`config.mk`:
```
export PLATFORM = sky130hd
export DESIGN_NAME = sha256_stream_hasher_flat
export DESIGN_NICKNAME = d
export VERILOG_FILES = /design/src/sv/s256_pkg.sv /design/src/sv/s256_stream_if.sv /design/src/sv/sha256_stream_hasher.sv /design/src/flat_wrapper.sv
export SDC_FILE = /design/constraint.sdc
export NUM_CORES = 2
export LEC_CHECK = 0
export ABC_AREA = 1
export BUFFER_PORTS_ARGS = -buffer_cell sky130_fd_sc_hd__clkbuf_2
export CAP_MARGIN = 20
export CORE_ASPECT_RATIO = 0.9
export CORE_UTILIZATION = 45
export CTS_CLUSTER_SIZE = 20
export DETAILED_ROUTE_END_ITERATION = 8
export PLACE_DENSITY = 0.62
export SETUP_SLACK_MARGIN = 0.05
export SLEW_MARGIN = 0
export SYNTH_ARGS = -nofsm -noshare
export SYNTH_HDL_FRONTEND = slang
export SYNTH_SLANG_ARGS = --single-unit
```
`constraint.sdc`:
```
create_clock -name i_clk -period 25.4 [get_ports i_clk]
set_input_delay 3.81 -clock i_clk [delete_from_list [all_inputs] [get_ports i_clk]]
set_output_delay 3.81 -clock i_clk [all_outputs]
set_load 0.05 [all_outputs]
```
`src/sv/s256_pkg.sv`:
```
// ----------------------------------------------------------------------------
// s256_pkg
// Shared types, round constants and round functions for the SHA-256 hasher.
// ----------------------------------------------------------------------------
package s256_pkg;

    typedef logic [31:0] t_word;
    typedef logic [7:0]  t_byte;

    // Byte position where the 64-bit length field starts in the last block
    localparam logic [5:0]  LENGTH_POS   = 6'd56;
    localparam logic [5:0]  LAST_POS     = 6'd63;
    localparam logic [5:0]  LAST_ROUND   = 6'd63;
    localparam logic [2:0]  LAST_WORD    = 3'd7;
    localparam t_byte       PAD_BYTE     = 8'h80;
    localparam logic [63:0] BITS_PER_BLK = 64'd512;

    // Initial hash value
    localparam t_word H_INIT [8] = '{
        32'h6a09e667, 32'hbb67ae85, 32'h3c6ef372, 32'ha54ff53a,
        32'h510e527f, 32'h9b05688c, 32'h1f83d9ab, 32'h5be0cd19
    };

    // Round constants
    localparam t_word K_ROUND [64] = '{
        32'h428a2f98, 32'h71374491, 32'hb5c0fbcf, 32'he9b5dba5,
        32'h3956c25b, 32'h59f111f1, 32'h923f82a4, 32'hab1c5ed5,
        32'hd807aa98, 32'h12835b01, 32'h243185be, 32'h550c7dc3,
        32'h72be5d74, 32'h80deb1fe, 32'h9bdc06a7, 32'hc19bf174,
        32'he49b69c1, 32'hefbe4786, 32'h0fc19dc6, 32'h240ca1cc,
        32'h2de92c6f, 32'h4a7484aa, 32'h5cb0a9dc, 32'h76f988da,
        32'h983e5152, 32'ha831c66d, 32'hb00327c8, 32'hbf597fc7,
        32'hc6e00bf3, 32'hd5a79147, 32'h06ca6351, 32'h14292967,
        32'h27b70a85, 32'h2e1b2138, 32'h4d2c6dfc, 32'h53380d13,
        32'h650a7354, 32'h766a0abb, 32'h81c2c92e, 32'h92722c85,
        32'ha2bfe8a1, 32'ha81a664b, 32'hc24b8b70, 32'hc76c51a3,
        32'hd192e819, 32'hd6990624, 32'hf40e3585, 32'h106aa070,
        32'h19a4c116, 32'h1e376c08, 32'h2748774c, 32'h34b0bcb5,
        32'h391c0cb3, 32'h4ed8aa4a, 32'h5b9cca4f, 32'h682e6ff3,
        32'h748f82ee, 32'h78a5636f, 32'h84c87814, 32'h8cc70208,
        32'h90befffa, 32'ha4506ceb, 32'hbef9a3f7, 32'hc67178f2
    };

    // Compression sigma: rotr 2, 13, 22
    function automatic t_word big_sig0(t_word x);
        return {x[1:0], x[31:2]} ^ {x[12:0], x[31:13]} ^ {x[21:0], x[31:22]};
    endfunction

    // Compression sigma: rotr 6, 11, 25
    function automatic t_word big_sig1(t_word x);
        return {x[5:0], x[31:6]} ^ {x[10:0], x[31:11]} ^ {x[24:0], x[31:25]};
    endfunction

    // Schedule sigma: rotr 7, rotr 18, shr 3
    function automatic t_word sml_sig0(t_word x);
        return {x[6:0], x[31:7]} ^ {x[17:0], x[31:18]} ^ {3'b000, x[31:3]};
    endfunction

    // Schedule sigma: rotr 17, rotr 19, shr 10
    function automatic t_word sml_sig1(t_word x);
        return {x[16:0], x[31:17]} ^ {x[18:0], x[31:19]} ^ {10'b0, x[31:10]};
    endfunction

endpackage

```
`src/sv/s256_stream_if.sv`:
```
// ----------------------------------------------------------------------------
// s256 stream interfaces
// Valid/ready channels for message bytes in and digest words out.
// ----------------------------------------------------------------------------

// Message byte channel
interface s256_msg_if;
    logic       valid;
    logic       ready;
    logic [7:0] data_byte;
    logic       byte_present;
    logic       end_of_message;

    modport source (output valid, data_byte, byte_present, end_of_message, input ready);
    modport sink   (input valid, data_byte, byte_present, end_of_message, output ready);
endinterface

// Digest word channel
interface s256_dig_if;
    logic        valid;
    logic        ready;
    logic [31:0] digest_word;
    logic [2:0]  word_index;
    logic        digest_last;

    modport source (output valid, digest_word, word_index, digest_last, input ready);
    modport sink   (input valid, digest_word, word_index, digest_last, output ready);
endinterface

```
`src/sv/sha256_stream_hasher.sv`:
```
// ----------------------------------------------------------------------------
// sha256_stream_hasher
// SHA-256 over a byte stream; emits the eight digest words per message.
// ----------------------------------------------------------------------------
// Bytes are taken one per cycle while the hasher is idle into a 64-byte shift
// line that doubles as the message schedule window. The 64th byte of a block
// starts the compression: one shared round unit runs 64 rounds, one per cycle,
// then an update step adds the working variables into the hash; a full block
// holds off new requests until this is done. An end-of-message request shifts
// in the pad byte, zero fill and length one byte per clock outside the one or
// two compressions it triggers, then presents the digest words 0..7 on the
// output, one per request, with digest_last on word 7. After word 7 is taken
// the hasher is back at its initial state and ready for the next message.
// ----------------------------------------------------------------------------
module sha256_stream_hasher
    import s256_pkg::*;
(
    input  logic        i_clk,
    input  logic        i_rst_n,
    s256_msg_if.sink    i_msg,
    s256_dig_if.source  o_dig
);

    // Sequencer states
    typedef enum logic [4:0] {
        ST_IDLE   = 5'b00001,
        ST_ROUND  = 5'b00010,
        ST_UPDATE = 5'b00100,
        ST_PAD    = 5'b01000,
        ST_EMIT   = 5'b10000
    } t_state;

    t_state      r_state, n_state;
    t_word       r_h [8];             // hash words
    t_word       n_h [8];
    t_word       r_v [8];             // working variables a..h
    t_word       n_v [8];
    t_word       r_w [16];            // block bytes / schedule window
    t_word       n_w [16];
    logic [5:0]  r_fill, n_fill;      // bytes held in the current block
    logic [63:0] r_bits, n_bits;      // bit count, then length shift-out
    logic [5:0]  r_rnd, n_rnd;
    logic [2:0]  r_idx, n_idx;
    logic        r_finish, n_finish;  // message end pending
    logic        r_pad_sent, n_pad_sent;
    logic        r_len_ok, n_len_ok;  // length may go into this block
    logic        r_final, n_final;    // compression in flight is the last one

    logic        msg_acc;
    logic        dig_acc;
    logic        shift_byte;
    t_byte       shift_val;
    t_word       t1;
    t_word       t2;
    t_word       w_next;
    t_word       ch;
    t_word       maj;

    assign msg_acc = i_msg.valid && i_msg.ready;
    assign dig_acc = o_dig.valid && o_dig.ready;

    // Handshake and output payload
    assign i_msg.ready       = (r_state == ST_IDLE);
    assign o_dig.valid       = (r_state == ST_EMIT);
    assign o_dig.digest_word = r_h[0];
    assign o_dig.word_index  = r_idx;
    assign o_dig.digest_last = (r_idx == LAST_WORD);

    // Round unit
    always_comb begin
        ch     = (r_v[4] & r_v[5]) ^ (~r_v[4] & r_v[6]);
        maj    = (r_v[0] & r_v[1]) ^ (r_v[0] & r_v[2]) ^ (r_v[1] & r_v[2]);
        t1     = r_v[7] + big_sig1(r_v[4]) + ch + K_ROUND[r_rnd] + r_w[0];
        t2     = big_sig0(r_v[0]) + maj;
        w_next = sml_sig1(r_w[14]) + r_w[9] + sml_sig0(r_w[1]) + r_w[0];
    end

    // Sequencer and datapath next state
    always_comb begin
        n_state    = r_state;
        n_h        = r_h;
        n_v        = r_v;
        n_w        = r_w;
        n_fill     = r_fill;
        n_bits     = r_bits;
        n_rnd      = r_rnd;
        n_idx      = r_idx;
        n_finish   = r_finish;
        n_pad_sent = r_pad_sent;
        n_len_ok   = r_len_ok;
        n_final    = r_final;
        shift_byte = 1'b0;
        shift_val  = i_msg.data_byte;

        case (r_state)
            ST_IDLE: begin
                if (msg_acc) begin
                    n_finish   = i_msg.end_of_message;
                    n_pad_sent = 1'b0;
                    n_final    = 1'b0;
                    if (i_msg.byte_present) begin
                        shift_byte = 1'b1;
                        n_fill     = r_fill + 6'd1;
                        if (r_fill == LAST_POS) begin
                            // block full: count it and compress
                            n_bits  = r_bits + BITS_PER_BLK;
                            n_v     = r_h;
                            n_rnd   = '0;
                            n_state = ST_ROUND;
                        end else if (i_msg.end_of_message) begin
                            n_state = ST_PAD;
                        end
                    end else if (i_msg.end_of_message) begin
                        n_state = ST_PAD;
                    end
                end
            end

            ST_ROUND: begin
                n_v[7] = r_v[6];
                n_v[6] = r_v[5];
                n_v[5] = r_v[4];
                n_v[4] = r_v[3] + t1;
                n_v[3] = r_v[2];
                n_v[2] = r_v[1];
                n_v[1] = r_v[0];
                n_v[0] = t1 + t2;
                for (int i = 0; i < 15; i++) begin
                    n_w[i] = r_w[i + 1];
                end
                n_w[15] = w_next;
                n_rnd   = r_rnd + 6'd1;
                if (r_rnd == LAST_ROUND) begin
                    n_state = ST_UPDATE;
                end
            end

            ST_UPDATE: begin
                for (int i = 0; i < 8; i++) begin
                    n_h[i] = r_h[i] + r_v[i];
                end
                if (r_final) begin
                    n_idx   = '0;
                    n_state = ST_EMIT;
                end else if (r_finish) begin
                    // extra block after a pad that landed past the length field
                    if (r_pad_sent) begin
                        n_len_ok = 1'b1;
                    end
                    n_state = ST_PAD;
                end else begin
                    n_state = ST_IDLE;
                end
            end

            ST_PAD: begin
                shift_byte = 1'b1;
                if (!r_pad_sent) begin
                    shift_val  = PAD_BYTE;
                    n_pad_sent = 1'b1;
                    n_len_ok   = (r_fill < LENGTH_POS);
                    n_bits     = r_bits + {55'd0, r_fill, 3'b000};
                end else if (r_len_ok && (r_fill >= LENGTH_POS)) begin
                    // length, most significant byte first
                    shift_val = r_bits[63:56];
                    n_bits    = {r_bits[55:0], 8'h00};
                end else begin
                    shift_val = '0;
                end
                n_fill = r_fill + 6'd1;
                if (r_fill == LAST_POS) begin
                    n_final = r_pad_sent && r_len_ok;
                    n_v     = r_h;
                    n_rnd   = '0;
                    n_state = ST_ROUND;
                end
            end

            ST_EMIT: begin
                if (dig_acc) begin
                    // rotate words out, refill with the initial hash
                    for (int i = 0; i < 7; i++) begin
                        n_h[i] = r_h[i + 1];
                    end
                    n_h[7] = H_INIT[r_idx];
                    n_idx  = r_idx + 3'd1;
                    if (r_idx == LAST_WORD) begin
                        n_fill     = '0;
                        n_bits     = '0;
                        n_finish   = 1'b0;
                        n_pad_sent = 1'b0;
                        n_len_ok   = 1'b0;
                        n_final    = 1'b0;
                        n_state    = ST_IDLE;
                    end
                end
            end

            default: begin
                n_state = ST_IDLE;
            end
        endcase

        // Byte shift through the block line
        if (shift_byte) begin
            for (int i = 0; i < 15; i++) begin
                n_w[i] = {r_w[i][23:0], r_w[i + 1][31:24]};
            end
            n_w[15] = {r_w[15][23:0], shift_val};
        end
    end

    // Control and hash state
    always_ff @(posedge i_clk) begin
        if (!i_rst_n) begin
            r_state    <= ST_IDLE;
            r_h        <= H_INIT;
            r_fill     <= '0;
            r_bits     <= '0;
            r_rnd      <= '0;
            r_idx      <= '0;
            r_finish   <= 1'b0;
            r_pad_sent <= 1'b0;
            r_len_ok   <= 1'b0;
            r_final    <= 1'b0;
        end else begin
            r_state    <= n_state;
            r_h        <= n_h;
            r_fill     <= n_fill;
            r_bits     <= n_bits;
            r_rnd      <= n_rnd;
            r_idx      <= n_idx;
            r_finish   <= n_finish;
            r_pad_sent <= n_pad_sent;
            r_len_ok   <= n_len_ok;
            r_final    <= n_final;
        end
    end

    // Datapath registers
    always_ff @(posedge i_clk) begin
        r_v <= n_v;
        r_w <= n_w;
    end

`ifndef ASSERT_OFF
    // Digest words go out in order
    a_word_order: assert property (@(posedge i_clk) disable iff (!i_rst_n)
        (dig_acc && !o_dig.digest_last) |=>
            (o_dig.valid && (o_dig.word_index == $past(o_dig.word_index) + 3'd1)))
        else $error("digest word index did not advance");

    // After the last word the hasher is back at a fresh message
    a_restart: assert property (@(posedge i_clk) disable iff (!i_rst_n)
        (dig_acc && o_dig.digest_last) |=>
            (i_msg.ready && (r_fill == 6'd0) && (r_bits == 64'd0) && (r_h[0] == H_INIT[0])))
        else $error("hasher not reinitialized after digest");

    // The last round is always followed by the hash update
    a_round_end: assert property (@(posedge i_clk) disable iff (!i_rst_n)
        ((r_state == ST_ROUND) && (r_rnd == LAST_ROUND)) |=> (r_state == ST_UPDATE))
        else $error("compression did not end after round 63");

    // Digest is only shown after a final compression
    a_emit_src: assert property (@(posedge i_clk) disable iff (!i_rst_n)
        $rose(o_dig.valid) |-> ($past(r_state == ST_UPDATE) && $past(r_final)))
        else $error("digest shown without final block");
`endif

endmodule
```
`src/flat_wrapper.sv`:
```
// flat-port wrapper written by rule: the top's interface ports become plain ports
module sha256_stream_hasher_flat import s256_pkg::*;
  (i_clk, i_rst_n, i_msg_valid, i_msg_data_byte, i_msg_byte_present, i_msg_end_of_message, i_msg_ready, o_dig_valid, o_dig_digest_word, o_dig_word_index, o_dig_digest_last, o_dig_ready);
  s256_msg_if i_msg_i ();
  s256_dig_if o_dig_i ();
  input  logic i_clk;
  input  logic i_rst_n;
  input wire logic [$bits(i_msg_i.valid)-1:0] i_msg_valid;
  input wire logic [$bits(i_msg_i.data_byte)-1:0] i_msg_data_byte;
  input wire logic [$bits(i_msg_i.byte_present)-1:0] i_msg_byte_present;
  input wire logic [$bits(i_msg_i.end_of_message)-1:0] i_msg_end_of_message;
  output wire logic [$bits(i_msg_i.ready)-1:0] i_msg_ready;
  output wire logic [$bits(o_dig_i.valid)-1:0] o_dig_valid;
  output wire logic [$bits(o_dig_i.digest_word)-1:0] o_dig_digest_word;
  output wire logic [$bits(o_dig_i.word_index)-1:0] o_dig_word_index;
  output wire logic [$bits(o_dig_i.digest_last)-1:0] o_dig_digest_last;
  input wire logic [$bits(o_dig_i.ready)-1:0] o_dig_ready;
  assign i_msg_i.valid = i_msg_valid;
  assign i_msg_i.data_byte = i_msg_data_byte;
  assign i_msg_i.byte_present = i_msg_byte_present;
  assign i_msg_i.end_of_message = i_msg_end_of_message;
  assign i_msg_ready = i_msg_i.ready;
  assign o_dig_valid = o_dig_i.valid;
  assign o_dig_digest_word = o_dig_i.digest_word;
  assign o_dig_word_index = o_dig_i.word_index;
  assign o_dig_digest_last = o_dig_i.digest_last;
  assign o_dig_i.ready = o_dig_ready;
  sha256_stream_hasher u_core (.i_clk(i_clk), .i_rst_n(i_rst_n), .i_msg(i_msg_i), .o_dig(o_dig_i));
endmodule
```
# --- Word level (Yosys, flattened, before mapping) ---
# Memories as Yosys holds them, arrays and structs flattened.
# Index checks and enable logic that the tools add are counted.
totals:
  regBits: 1112
  input_bits: 14
  output_inout_bits: 38
  wordCells: 192
  n_memories: 2
  romBits: 2304
mem_list:
  columns: ["memory", "depth", "word_bits", "read_ports", "rd_clocked_by_memory_dff", "wr", "line_no", "text"]
  rows:
  - ["(name not given)", 64, 32, 1, 0, 0, "sha256_stream_hasher.sv:73", "t1 = r_v[7] + big_sig1(r_v[4]) + ch + K_ROUND[r_rnd] + r_w[0];"]
  - ["(name not given)", 8, 32, 1, 0, 0, "sha256_stream_hasher.sv:185", "n_h[7] = H_INIT[r_idx];"]
op_classes:
  add_sub_neg: 23
  n_lt_le_gt_ge: 4
  eq_ne: 21
  muxes: 62
  n_reduce_logical: 20
  n_bitwise: 19
op_table:
  columns: ["operator", "n"]
  rows:
  - ["$mux W256", 4]
  - ["$mux W512", 2]
  - ["$pmux W256 S3", 1]
  - ["$add A32 B32 Y32", 18]
  - ["$pmux W256 S2", 1]
  - ["$mux W64", 7]
  - ["$xor A32 B32 Y32", 9]
  - ["$pmux W64 S3", 1]
  - ["$and A32 B32 Y32", 5]
  - ["$mux W32", 4]
  - ["$add A64 B10 Y64 const B", 1]
  - ["$add A64 B9 Y64", 1]
  - ["$mux W5", 9]
  - ["$mux W6", 7]
  - ["$pmux W6 S3", 2]
  - ["$not A32 Y32", 1]
  - ["$xor A32 B22 Y32", 1]
  - ["$xor A32 B29 Y32", 1]
  - ["$pmux W5 S5", 1]
  - ["$mux W8", 3]
  - ["$reduce_and A5 Y1", 3]
  - ["$ne A2 B2 Y1 const B", 7]
  - ["$reduce_and A7 Y1", 2]
  - ["$add A6 B1 Y6 const B", 2]
  - ["other kinds (28)", 56]

# --- Longest topological paths before layout ---
logic_depth:
  word_depth: 8
  mapped_depth: 44
  depth_no_buf: 43

# --- Worst setup path before layout ---
# OpenSTA, ideal clock, no wires.
synth_timing:
  path_kind: "input to register"
  start: "input i_msg_valid"
  end: "register u_core.r_w[0] (netlist name), enable pin"
  arrival_time_ps: 12993
  setup_ps: 3633
  path_slack_ps: 8774
  cell_stages: 6
  path_buffers: 2
  cell_sequence: "nand2_1 -> o21ai_2 -> inv_2 -> clkbuf_1 -> clkbuf_1 -> nand2_1"
synth_between:
  elab_chain_len: 4
synth_rtl:
  columns: ["element", "line_no", "text"]
  rows:
  - ["from (decl)", "flat_wrapper.sv:8", "input wire logic [$bits(i_msg_i.valid)-1:0] i_msg_valid;"]
  - ["$logic_and A1 B1 Y1", "sha256_stream_hasher.sv:59", "assign msg_acc = i_msg.valid && i_msg.ready;"]
  - ["$mux W1", "sha256_stream_hasher.sv:97", "if (msg_acc) begin"]
  - ["$pmux W1 S2", "sha256_stream_hasher.sv:95", "case (r_state)"]
  - ["$reduce_bool A2 Y1 (no source line)", null, null]
  - ["to (signal assigned)", "sha256_stream_hasher.sv:243", "r_w <= n_w;"]
  - ["to (decl)", "sha256_stream_hasher.sv:38", "t_word r_w [16];"]
# No other way between the ends.
# A chain may end at the register's enable or synchronous reset.

==> metrics.md <==
| Metric | Value |
|---|---|
| Largest net degree at the start of global routing | `around 240` |
| Slew headroom | `0.134` |
| I/O Buffers | `just over 50` |
| Num CTS Buffers | `134` |
| Setup CP Type | `flip-flop to flip-flop` |
| Max incr delay on CP | `0.79 ns` |
| DIE HEIGHT | `a little over 400 um` |
| DR DRC count | `0` |
| Reg-to-reg endpoint | `u_core.r_v[251]` |
| Crit path DAT | `slightly above 10 ns` |
| Worst vdd ir | `approximately 0.000085 V` |
| CTS Buffer Depth | `3` |
| Critical path startpoint | `u_core.r_rnd[1]` |
| Tcrit/Tclk final | `0.374` |
| Syn Inst Count | `approximately 12000` |
| CP Max Fanout | `16` |
| Row cnt | `150` |
| Hold Crit Class | `flip-flop to flip-flop` |
| Unrepaired setup endpoints after global routing | `no` |
| GPL Wtd Cong | `~1` |
| Worst path slowest cell | `dfxtp_1` |
| Final min period | `between 9 and 10 ns` |
| Reg power frac | `0.329` |
| Status | `complete, no violations` |
| Slew Limit Fails | `0` |
| Synth warn | `0` |
| Hold_buf cts | `0` |
| Reg2Reg Setup Slack | `roughly 16 ns` |
| CTS tree | `built` |
| Yosys reg bits | `approximately 1100` |
| Final hold vios | `0` |
| Sw power | `roughly 2.8 mW` |
| Via density | `approximately 5.7` |
| # Post-CTS Setup Buffers | `0` |
| Number of synthesized flops with an enable pin | `~770` |
| Critical Path Sink Type | `flip-flop` |
| Clk pwr share | `0.299` |
| Routed via count | `a little over 80000` |
| Root Driver | `clkbuf_16` |
| Vias in the first global route | `75700` |
| Area growth from synthesis to layout | `7.76%` |
| Most frequent cells in the layout | `nand2_1 (3684), inv_1 (1302), a21oi_1 (877), o21ai_0 (874), nor2_1 (786)` |
| R2R depth | `37` |
| Htree depth | `4` |
| IO Pins | `52` |
| Die X | `approximately 460 um` |
| Main flop type after synthesis | `edfxtp_1` |
| Wire length per cell | `24.3 um` |
| Die footprint | `190000 sq um` |
| Pint | `approximately 4.2 mW` |
| Fin cells | `roughly 14000` |
| Post-cts sizing count | `0` |
| Initial antenna violation count | `6` |
| Final WL | `~340000 um` |
| Synth area leaders | `edfxtp_1 (27%), nand2_1 (16%), dfxtp_1 (8.1%)` |
| Inst Count DP | `approximately 14000` |
| GRT Total Usage | `0.352` |
| Detailed Route Iter0 Violations | `slightly above 9000` |
| GR Util met2 | `0.527` |
| Core area | `186000 sq um` |
| Fmax | `105 MHz` |
| Total Neg Setup Slack | `0 ns` |
| Max-cap violations | `0` |
| Syn Nets | `~12000` |
| GRT busiest layer | `met2` |
| Grt met1 use | `0.499` |
| Mapped Avg Cell Area | `~7.2 sq um` |
| Async SR Flop Fraction | `0` |
| Congestion Overflow GR | `0` |
| Clk_skew | `~0.077 ns` |
| Post-synth top area cell | `edfxtp_1` |
| Most common cell after layout, fill and taps aside | `nand2_1` |
| Sequential fraction of the synthesis area | `0.354` |
| Synthesized area | `84500 sq um` |
| Nets | `between 10000 and 15000` |
| Worst Setup EP | `u_core.r_v[251]` |
| Combinational fraction of design power | `0.373` |
| DP HPWL | `roughly 260000 um` |
| Area share of the largest cell type after synthesis | `0.273` |
| P_leak | `just over 40 nW` |
| Initial Utilization | `0.454` |
| Hold path start | `u_core.r_finish` |
| Routed Antenna Nets | `0` |
| Fill cells | `between 15000 and 20000` |
| Skew-Pair Late Insertion Delay | `0.85 ns` |
| Worst slew pin tran | `between 1 and 1.5 ns` |
| Clk slew on worst S/H paths | `~0.06 ns` |
| DR pass1 iterations | `6` |
| Worst reg2reg path startpoint | `u_core.r_rnd[1]` |
| Met3 Resource Use GR | `0.0697` |
| First-pass GRT wire length | `between 400000 and 500000 um` |
| Switching Share | `0.398` |
| Power Density | `approximately 77 nW/um^2` |
| CTS sink cnt | `roughly 1100` |
| Final setup fails | `0` |
| Most frequent CP cell | `nand2_1` |
| Layout cells sized above 1 | `0.0354` |
| Critical Path Start Type | `flip-flop` |
| CP required | `~26 ns` |
| Netlist cell types | `between 70 and 80` |
[flip-flops by register name, indices dropped and copies added, names as in the netlist]
register,cells
u_core.r_fill,6
u_core.r_len_ok,1
u_core.r_w,512
u_core.r_v,256
u_core.o_dig.word_index,3
u_core.r_finish,1
u_core.o_dig.digest_word,32
u_core.r_state,5
u_core.r_rnd,6
u_core.r_pad_sent,1
u_core.r_final,1
u_core.r_h,224
u_core.r_bits,61
[synthesized netlist by cell type (122+ instances only)]
| master | instances |
|---|---|
| inv_1 | 1303 |
| fa_1 | 196 |
| nand2_1 | 3686 |
| clkbuf_1 | 416 |
| ha_1 | 412 |
| nand3_1 | 698 |
| dfxtp_1 | 341 |
| nand4_1 | 122 |
| a21oi_1 | 877 |
| xor2_1 | 266 |
| xnor2_1 | 170 |
| nor2_1 | 787 |
| edfxtp_1 | 768 |
| o21ai_0 | 876 |
[logic make-up (layout without fill, tap and decap cells)]
group | count (synthesis) | after routing | synth area share
multiplexers | 5 | 5 | 0.000592
AO/OA/AOI/OAI | 2166 | 2166 | 0.140
AND/OR/NAND/NOR | 5502 | 5502 | 0.265
other | 0 | 1 | 0
adder cells (fa/ha/maj) | 632 | 632 | 0.110
buffers and inverters | 1860 | 1685 | 0.0853
flip-flops | 1109 | 1109 | 0.354
XOR/XNOR | 436 | 436 | 0.0452
[critical path, delay by kind of cell (launching register included)]
kind / cells / cell delay [ns]
and+or+nand+nor: 21 / 3.30
adders and majority gates: 7 / 3.38
buffers and inverters: 6 / 0.53
AOI/OAI and AO/OA: 2 / 0.79
DFF: 1 / 0.79
xor gates and xnor gates: 1 / 0.42
[through the flow]
stage | area [sq um] | hold slack, ns | setup WS, ns | power [mW] | util
global route | 91100 | 0.506 | 15.39 | 7.34 | 0.489
CTS | 91000 | 0.488 | 16.18 | 6.96 | 0.489
global placement | 86300 | 0.467 | 15.95 | 4.87 | 0.464
floorplan | 84500 | 0.437 | 8.77 | 4.06 | -
finish | 91100 | 0.486 | 15.91 | 6.98 | 0.489
detailed placement | 86300 | 0.479 | 16.23 | 4.86 | 0.464
[cell type report]
cell class	instances	area (sq um)	share of cell area
multi-input cells	8741	47500	0.521
flip-flops and latches	1109	29900	0.328
inverters	1318	4980	0.0547
clock buffers	163	3590	0.0395
well taps	2508	3140	0.0345
clock inverters	78	1120	0.0123
repair buffers	126	880	0.00966
diodes	1	2.50	0.0000275
[worst min path at each step]
stage | end | cells past startpoint
after floorplan | u_core.r_len_ok | 2
after global placement | u_core.r_len_ok | 2
after detailed placement | u_core.r_finish | 2
after CTS | u_core.r_finish | 2
after global routing | u_core.r_h[86] | 2
final | u_core.r_finish | 2
[power by group through the flow]
stage                     combinational (mW)  sequential (mW)  clock (mW)
final                                   2.60             2.29        2.08
after global routing                    2.86             2.31        2.17
after CTS                               2.55             2.29        2.11
after detailed placement                2.53             2.33           0
after global placement                  2.54             2.33           0
after floorplan                         1.76             2.31           0
[routing by layer]
layer,share of wire,up-vias
li1,-,37900
met3,0.091,634
met5,0.00024,-
met2,0.42,3533
met1,0.44,38500
met4,0.042,10
Power figures use the tool's default switching activity.
